## src/rtl/md5sh_pkg.sv

```systemverilog
// Package for the MD5 stream hasher: controller states, round constants,
// message schedule and shift amounts. No dependencies.
package md5sh_pkg;

  typedef enum logic [2:0] {
    ST_IDLE,
    ST_PAD,
    ST_ROUND,
    ST_FOLD,
    ST_OUT
  } state_t;

  localparam int          BLOCK_WORDS = 16;
  localparam logic [31:0] IV_A = 32'h67452301;
  localparam logic [31:0] IV_B = 32'hefcdab89;
  localparam logic [31:0] IV_C = 32'h98badcfe;
  localparam logic [31:0] IV_D = 32'h10325476;
  localparam logic [7:0]  PAD_BYTE = 8'h80;
  localparam logic        OP_START = 1'b0;

  localparam logic [31:0] K_TAB [64] = '{
    32'hd76aa478, 32'he8c7b756, 32'h242070db, 32'hc1bdceee,
    32'hf57c0faf, 32'h4787c62a, 32'ha8304613, 32'hfd469501,
    32'h698098d8, 32'h8b44f7af, 32'hffff5bb1, 32'h895cd7be,
    32'h6b901122, 32'hfd987193, 32'ha679438e, 32'h49b40821,
    32'hf61e2562, 32'hc040b340, 32'h265e5a51, 32'he9b6c7aa,
    32'hd62f105d, 32'h02441453, 32'hd8a1e681, 32'he7d3fbc8,
    32'h21e1cde6, 32'hc33707d6, 32'hf4d50d87, 32'h455a14ed,
    32'ha9e3e905, 32'hfcefa3f8, 32'h676f02d9, 32'h8d2a4c8a,
    32'hfffa3942, 32'h8771f681, 32'h6d9d6122, 32'hfde5380c,
    32'ha4beea44, 32'h4bdecfa9, 32'hf6bb4b60, 32'hbebfbc70,
    32'h289b7ec6, 32'heaa127fa, 32'hd4ef3085, 32'h04881d05,
    32'hd9d4d039, 32'he6db99e5, 32'h1fa27cf8, 32'hc4ac5665,
    32'hf4292244, 32'h432aff97, 32'hab9423a7, 32'hfc93a039,
    32'h655b59c3, 32'h8f0ccc92, 32'hffeff47d, 32'h85845dd1,
    32'h6fa87e4f, 32'hfe2ce6e0, 32'ha3014314, 32'h4e0811a1,
    32'hf7537e82, 32'hbd3af235, 32'h2ad7d2bb, 32'heb86d391
  };

  // word of the block that step i reads
  function automatic logic [3:0] msg_index(input logic [5:0] i);
    logic [3:0] r;
    unique case (i[5:4])
      2'd0: r = i[3:0];
      2'd1: r = 4'((5 * i + 1) & 15);
      2'd2: r = 4'((3 * i + 5) & 15);
      default: r = 4'((7 * i) & 15);
    endcase
    return r;
  endfunction

  function automatic logic [4:0] rot_amount(input logic [5:0] i);
    logic [4:0] r;
    case ({i[5:4], i[1:0]})
      4'h0: r = 5'd7;  4'h1: r = 5'd12; 4'h2: r = 5'd17; 4'h3: r = 5'd22;
      4'h4: r = 5'd5;  4'h5: r = 5'd9;  4'h6: r = 5'd14; 4'h7: r = 5'd20;
      4'h8: r = 5'd4;  4'h9: r = 5'd11; 4'ha: r = 5'd16; 4'hb: r = 5'd23;
      4'hc: r = 5'd6;  4'hd: r = 5'd10; 4'he: r = 5'd15; default: r = 5'd21;
    endcase
    return r;
  endfunction

endpackage

```

## src/rtl/md5sh_ram.sv

```systemverilog
// Generic single-port-write, single-read RAM with registered read data.
// No dependencies.
module md5sh_ram #(
  parameter int WIDTH = 32,
  parameter int DEPTH = 16
) (
  input  logic                     clk,
  input  logic                     we,
  input  logic [$clog2(DEPTH)-1:0] waddr,
  input  logic [WIDTH-1:0]         wdata,
  input  logic [$clog2(DEPTH)-1:0] raddr,
  output logic [WIDTH-1:0]         rdata
);
  logic [WIDTH-1:0] mem [DEPTH];

  always_ff @(posedge clk) begin
    if (we) begin
      mem[waddr] <= wdata;
    end
    rdata <= mem[raddr];
  end
endmodule

```

## src/rtl/md5sh_round.sv

```systemverilog
// One MD5 step on the working registers, one step per cycle.
// Depends on md5sh_pkg.
module md5sh_round
  import md5sh_pkg::*;
(
  input  logic [5:0]  step,
  input  logic [31:0] a,
  input  logic [31:0] b,
  input  logic [31:0] c,
  input  logic [31:0] d,
  input  logic [31:0] m,
  output logic [31:0] b_new
);
  logic [31:0] f;
  logic [31:0] t;
  logic [63:0] dbl;

  always_comb begin
    unique case (step[5:4])
      2'd0: f = (b & c) | (~b & d);
      2'd1: f = (b & d) | (c & ~d);
      2'd2: f = b ^ c ^ d;
      default: f = c ^ (b | ~d);
    endcase
    t = a + f + m + K_TAB[step];
    dbl = {t, t} << rot_amount(step);
    b_new = b + dbl[63:32];
  end
endmodule

```

## src/rtl/md5_stream_hasher.sv

```systemverilog
// MD5 stream hasher, top level: input packing, block buffer RAM, control.
// Depends on md5sh_pkg, md5sh_ram and md5sh_round.
//
// Usage: items arrive on the s_axis channel; tdata carries message_word and
// valid_bytes, tuser carries operation, tlast marks the final word. A start
// item (operation 0) reloads the chaining words and clears the length. Data
// words are packed byte by byte into a 16-word block RAM, one transfer per
// cycle while idle. The block that fills starts a compression: a lead-in
// read and 64 steps, one per cycle, reading the block RAM one word ahead
// (registered read), then a fold into the chaining words. A last word is
// followed by padding writes, one word a cycle, and one or two compressions,
// after which m_axis_tvalid rises. The digest then waits on m_axis until
// taken, and no new item is accepted meanwhile. After the digest the block
// is back in the start state. Reset returns to idle with the initial
// chaining words and zero length; the block RAM keeps its contents.
module md5_stream_hasher
  import md5sh_pkg::*;
(
  input  logic         clk,
  input  logic         rst,
  input  logic         s_axis_tvalid,
  output logic         s_axis_tready,
  input  logic [39:0]  s_axis_tdata,   // message_word[31:0], valid_bytes[34:32], zero
  input  logic         s_axis_tuser,   // operation
  input  logic         s_axis_tlast,   // last
  output logic         m_axis_tvalid,
  input  logic         m_axis_tready,
  output logic [127:0] m_axis_tdata    // digest_a, digest_b, digest_c, digest_d
);
  localparam int AW = $clog2(BLOCK_WORDS);

  state_t state, state_next;
  logic [31:0] h [4];
  logic [31:0] ra, rb, rc, rd;
  logic [5:0]  fill;              // bytes held in the block
  logic [63:0] bitlen;
  logic [6:0]  step;              // 64 steps plus a lead-in read
  logic [3:0]  padw;              // padding word being written
  logic        final_blk;         // current compression belongs to a last word
  logic        need_two;          // another pad block follows this compression
  logic [31:0] word_hold;         // partial word at fill, or the spill of a last word

  logic          we;
  logic [AW-1:0] waddr, raddr;
  logic [31:0]   wdata, rdata;
  logic [31:0]   b_new;

  logic        in_fire;
  logic [31:0] in_word;
  logic [2:0]  in_nv, nv;
  logic [6:0]  fill_sum;
  logic        crossed;
  logic [63:0] merged;

  // held bytes, then the new bytes, then the marker byte on a last word
  function automatic logic [63:0] merge_bytes(input logic [31:0] old_w,
                                              input logic [31:0] new_w,
                                              input logic [1:0]  off,
                                              input logic [2:0]  cnt,
                                              input logic        pad);
    logic [63:0] r;
    logic [2:0]  p;
    r = '0;
    for (int k = 0; k < 8; k++) begin
      p = 3'(k) - {1'b0, off};
      if (k < int'(off)) begin
        r[8*k +: 8] = old_w[8*(k & 3) +: 8];
      end else if (p < cnt) begin
        r[8*k +: 8] = new_w[8*p[1:0] +: 8];
      end else if (p == cnt && pad) begin
        r[8*k +: 8] = PAD_BYTE;
      end
    end
    return r;
  endfunction

  assign in_fire = s_axis_tvalid && s_axis_tready;
  assign in_word = s_axis_tdata[31:0];
  assign in_nv   = s_axis_tdata[34:32];
  assign nv      = (in_nv > 3'd4) ? 3'd4 : in_nv;
  assign fill_sum = 7'(fill) + 7'(nv);
  assign crossed  = (fill_sum[6:2] != {1'b0, fill[5:2]});
  assign merged   = merge_bytes(word_hold, in_word, fill[1:0], nv, s_axis_tlast);

  md5sh_ram #(.WIDTH(32), .DEPTH(BLOCK_WORDS)) u_buf (
    .clk(clk), .we(we), .waddr(waddr), .wdata(wdata),
    .raddr(raddr), .rdata(rdata)
  );

  md5sh_round u_round (
    .step(step[5:0] - 6'd1), .a(ra), .b(rb), .c(rc), .d(rd),
    .m(rdata), .b_new(b_new)
  );

  // The partial word is held in word_hold so the RAM needs no read-modify.
  // Pad words: the held spill first, zeros after, the length at the end.
  always_comb begin
    we    = 1'b0;
    waddr = fill[5:2];
    wdata = '0;
    raddr = msg_index(step[5:0]);
    if (in_fire && s_axis_tuser != OP_START) begin
      we    = 1'b1;
      wdata = merged[31:0];
    end else if (state == ST_PAD) begin
      we    = 1'b1;
      waddr = padw;
      if (padw == 4'd14 && !need_two) wdata = bitlen[31:0];
      else if (padw == 4'd15 && !need_two) wdata = bitlen[63:32];
      else wdata = word_hold;
    end
  end

  always_comb begin
    state_next = state;
    unique case (state)
      ST_IDLE: begin
        if (in_fire && s_axis_tuser != OP_START) begin
          if (fill_sum[6]) state_next = ST_ROUND;
          else if (s_axis_tlast && fill[5:2] == 4'd15) state_next = ST_ROUND;
          else if (s_axis_tlast) state_next = ST_PAD;
        end
      end
      ST_PAD: if (padw == 4'd15) state_next = ST_ROUND;
      ST_ROUND: if (step == 7'd64) state_next = ST_FOLD;
      ST_FOLD: begin
        if (!final_blk) state_next = ST_IDLE;
        else if (need_two) state_next = ST_PAD;
        else state_next = ST_OUT;
      end
      ST_OUT: if (m_axis_tready) state_next = ST_IDLE;
      default: state_next = ST_IDLE;
    endcase
  end

  always_comb begin
    s_axis_tready = (state == ST_IDLE);
    m_axis_tvalid = (state == ST_OUT);
    m_axis_tdata  = {h[3], h[2], h[1], h[0]};
  end

  always_ff @(posedge clk) begin
    if (rst) begin
      state     <= ST_IDLE;
      h[0] <= IV_A; h[1] <= IV_B; h[2] <= IV_C; h[3] <= IV_D;
      fill      <= '0;
      bitlen    <= '0;
      step      <= '0;
      padw      <= '0;
      final_blk <= 1'b0;
      need_two  <= 1'b0;
      word_hold <= '0;
    end else begin
      state <= state_next;
      unique case (state)
        ST_IDLE: begin
          step <= '0;
          if (in_fire && s_axis_tuser == OP_START) begin
            h[0] <= IV_A; h[1] <= IV_B; h[2] <= IV_C; h[3] <= IV_D;
            fill <= '0;
            bitlen <= '0;
            word_hold <= '0;
          end else if (in_fire) begin
            bitlen <= bitlen + {58'd0, nv, 3'd0};
            word_hold <= (crossed || s_axis_tlast) ? merged[63:32] : merged[31:0];
            fill <= fill_sum[5:0];
            final_blk <= s_axis_tlast;
            // marker byte and length must fit after the data
            need_two <= s_axis_tlast && (fill_sum >= 7'd56);
            padw <= fill[5:2] + 4'd1;
            ra <= h[0]; rb <= h[1]; rc <= h[2]; rd <= h[3];
          end
        end
        ST_PAD: begin
          padw <= padw + 4'd1;
          step <= '0;
          word_hold <= '0;
          ra <= h[0]; rb <= h[1]; rc <= h[2]; rd <= h[3];
        end
        ST_ROUND: begin
          step <= step + 7'd1;
          if (step != 7'd0) begin
            ra <= rd; rd <= rc; rc <= rb; rb <= b_new;
          end
        end
        ST_FOLD: begin
          h[0] <= h[0] + ra; h[1] <= h[1] + rb;
          h[2] <= h[2] + rc; h[3] <= h[3] + rd;
          if (final_blk && need_two) begin
            need_two <= 1'b0;
            padw <= '0;
          end
        end
        ST_OUT: begin
          if (m_axis_tready) begin
            h[0] <= IV_A; h[1] <= IV_B; h[2] <= IV_C; h[3] <= IV_D;
            fill <= '0;
            bitlen <= '0;
            final_blk <= 1'b0;
          end
        end
        default: ;
      endcase
    end
  end
endmodule

```

## config.mk

```make
export PLATFORM = sky130hd
export DESIGN_NAME = md5_stream_hasher
export DESIGN_NICKNAME = d
export VERILOG_FILES = /design/src/rtl/md5sh_pkg.sv /design/src/rtl/md5sh_ram.sv /design/src/rtl/md5sh_round.sv /design/src/rtl/md5_stream_hasher.sv
export SDC_FILE = /design/constraint.sdc
export NUM_CORES = 2
export LEC_CHECK = 0
export BUFFER_PORTS_ARGS = -buffer_cell sky130_fd_sc_hd__buf_2
export CAP_MARGIN = 20
export CORE_UTILIZATION = 60
export DETAILED_ROUTE_END_ITERATION = 10
export GPL_ROUTABILITY_DRIVEN = 0
export PLACE_DENSITY_LB_ADDON = 0.3
export SYNTH_ARGS = -nofsm -noshare
export SYNTH_HDL_FRONTEND = slang
export SYNTH_SLANG_ARGS = --single-unit
```

## constraint.sdc

```tcl
create_clock -name clk -period 34.3 [get_ports clk]
set_input_delay 3.43 -clock clk [delete_from_list [all_inputs] [get_ports clk]]
set_output_delay 3.43 -clock clk [all_outputs]
set_load 0.02 [all_outputs]
```

==> flow_summary.json <==
{
  "ant_nets": 0,
  "numCtsBuffers": 94,
  "period_minus_slack_ns": 13.62,
  "timing.setup.tns_ns": 0,
  "grt_usage": 0.361,
  "final_common_cell": "nand2_1",
  "postSynthCellCount": 5473,
  "die_y_um": 307,
  "syn-num-nets": 5829,
  "critPathLaunchType": "flop",
  "grt_pass1_wl_um": 258000,
  "finalSetupViolations": 0,
  "hp-class": "reg -> reg",
  "via_count": 45820,
  "dr.pass1.iters": 11,
  "cts_hold_buf": 0,
  "cts_max_path_buffers": 3,
  "drc_errors": 1,
  "synth_edf_count": 672,
  "drt_wl_total_um": 172000,
  "switching_share": 0.372,
  "viasPerCell": 6.69,
  "crit_required_ns": 34.80,
  "path_clk_slew_ns": 0.07,
  "synthArstFlopShare": 0,
  "antenna_found_initial": 5,
  "finalCritPeriodShare": 0.397,
  "clock_latency_ns": 0.71,
  "cap_violations": 0,
  "critPathKind": "reg -> reg",
  "p_switching_uw": 1450,
  "power_leakage_uw": 0.0229,
  "relSlewSlack": 0.171,
  "worst_setup_path_end_kind": "flop",
  "rsz0062_at_grt": "false",
  "dpl_worst_slack_ns": 21.32,
  "drive_gt1_frac": 0.123,
  "cts_setup_buffers": 0,
  "syn_area_mm2": 0.0558,
  "internal_power_uw": 2440,
  "start_util": 0.607,
  "pwr-share-clk": 0.278,
  "final-hold-violation-count": 0,
  "clockRootBuffer": "clkbuf_16",
  "rows": 111,
  "ys.flop_type": "edfxtp_1",
  "yosys-top-cells-area": "edfxtp_1, dfxtp_1, mux4_2",
  "ys_seq_elements": 915,
  "num_antenna_cells": 0,
  "die-area_mm2": 0.0942,
  "placedInstanceArea_mm2": 0.0580,
  "grt_max_degree": 92,
  "outcome": "finished with violations",
  "pwr-share-seq": 0.319,
  "grt_overflow": 0,
  "slowest_stage": "ha_1",
  "yosys.area.top_type": "edfxtp_1",
  "wl_per_cell_um": 25.2,
  "core_area_mm2": 0.0919,
  "drt_iter0_drc": 6507,
  "clock-sinks": 915,
  "cts_tree": "built",
  "ys_seq_area_frac": 0.449,
  "p_comb_frac": 0.403,
  "synth.avg_cell_area_um2": 10.2,
  "fin_ws_ns": 20.68,
  "nFillCells": 7007,
  "synth_top_area_frac": 0.362,
  "peakVddDrop_v": 0.0000624,
  "htree_levels": 3,
  "design_area_mm2": 0.0614,
  "grt_pass1_vias": 42749,
  "violations": "design-rule violations",
  "slew_viol_final": 0,
  "p_total_uw": 3890,
  "crit_top_cell": "inv_1",
  "fmax_ghz": 0.0734,
  "fin_nets": 5881,
  "die_x_um": 307,
  "cts_resized": 0,
  "cpPeakStageDelay_ns": 0.98,
  "p_per_area_mw_per_mm2": 63.5,
  "yosysWarnings": 0,
  "fin_skew_ns": 0.0821,
  "place_hpwl_um": 115000,
  "area_growth_pct": 9.98,
  "worst_slew_pin_slew_ns": 1.23,
  "ios": 176,
  "synth.distinct_cells": 97,
  "final_cell_mix": "nand2_1, edfxtp_1, nor2_1",
  "arrival_ns": 14.12,
  "path_max_fanout": 77,
  "numPortBuffers": 170
}
[cell usage after synthesis, drive strengths merged (24+ instances only)]
| cell type | number |
|---|---|
| inv | 216 |
| and3 | 45 |
| xor2 | 81 |
| a211oi | 90 |
| clkbuf | 252 |
| nand3b | 32 |
| or3 | 24 |
| a21o | 84 |
| nand4 | 24 |
| xnor2 | 158 |
| o21ai | 330 |
| nand2 | 728 |
| mux2i | 147 |
| edfxtp | 672 |
| and2 | 24 |
| a21oi | 416 |
| o221ai | 34 |
| o21a | 31 |
| o22ai | 40 |
| nor3 | 81 |
| o211ai | 55 |
| mux4 | 165 |
| buf | 72 |
| nor2b | 57 |
| nand2b | 47 |
| dfxtp | 243 |
| a22oi | 51 |
| o31ai | 25 |
| a311oi | 51 |
| nor2 | 464 |
| fa | 72 |
| a31oi | 101 |
| nand3 | 92 |
| ha | 238 |
[path summary, 6_finish.rpt]
| kind | slack [ns] | depth (start not counted) | end | startpoint |
|---|---|---|---|---|
| max reg2reg | 20.68 | 43 | rb[31]$_DFFE_PP_ | step[1]$_SDFFE_PP0P_ |
| min | 0.48 | 1 | bitlen[63]$_SDFFE_PP0P_ | bitlen[63]$_SDFFE_PP0P_ |
| max | 20.68 | 43 | rb[31]$_DFFE_PP_ | step[1]$_SDFFE_PP0P_ |
| min reg2reg | 0.48 | 1 | bitlen[63]$_SDFFE_PP0P_ | bitlen[63]$_SDFFE_PP0P_ |
[critical path, delay by kind of cell, from the launching register on]
kind	cells	cell delay, ns
AO/OA/AOI/OAI	19	5.71
XOR/XNOR	2	0.63
flip-flops	1	0.31
adder cells (fa/ha/maj)	7	3.19
buffers and inverters	7	2.19
multiplexers	2	0.46
AND/OR/NAND/NOR	6	0.90
[power groups by stage]
stage	logic, µW	registers [µW]	clock network (µW)
floorplan	1140	1260	0
global placement	1470	1260	0
detailed placement	1510	1260	0
CTS	1520	1240	1090
global route	1690	1240	1130
finish	1570	1240	1080
[final cells by class]
type,instances,area [µm²],share of cell area
Multi-Input combinational cell,4015,29000,0.472
Sequential cell,915,25000,0.408
Clock buffer,129,2630,0.0428
Timing Repair Buffer,280,1700,0.0277
Tap cell,1243,1560,0.0253
Inverter,219,822,0.0134
Clock inverter,49,657,0.0107
[state kept, by name (all words and copies together), names as in the netlist, 6 cells and up]
signal and flops:
rd 32, word_hold 32, step 7, fill 6, h 128, ra 32
u_buf.mem 512, bitlen 61, rc 32, rb 32, u_buf.rdata 32
[cell families after synthesis]
group                      count (synthesis)  synth area share
AOI/OAI and AO/OA                       1461             0.166
DFF                                      915             0.449
xor gates and xnor gates                 241            0.0383
and+or+nand+nor                         1669             0.133
adders and majority gates                310            0.0792
buffers and inverters                    543            0.0372
muxes                                    334            0.0976
[through the flow]
step | hold slack [ns] | instances | util
floorplan | 0.433 | 5473 | -
global placement | 0.456 | 6662 | 0.631
detailed placement | 0.474 | 6663 | 0.631
CTS | 0.484 | 6841 | 0.666
global route | 0.509 | 6850 | 0.667
finish | 0.484 | 6850 | 0.667
[routing by layer]
metal  GRT usage  vias to the layer above  share of wire
met5           0                        -        0.00020
met4       0.237                        4          0.076
met3      0.0711                      595           0.11
met2       0.572                     2918           0.46
met1       0.451                    21926           0.36
li1            -                    20377              -
(Power assumes the default switching activity.)
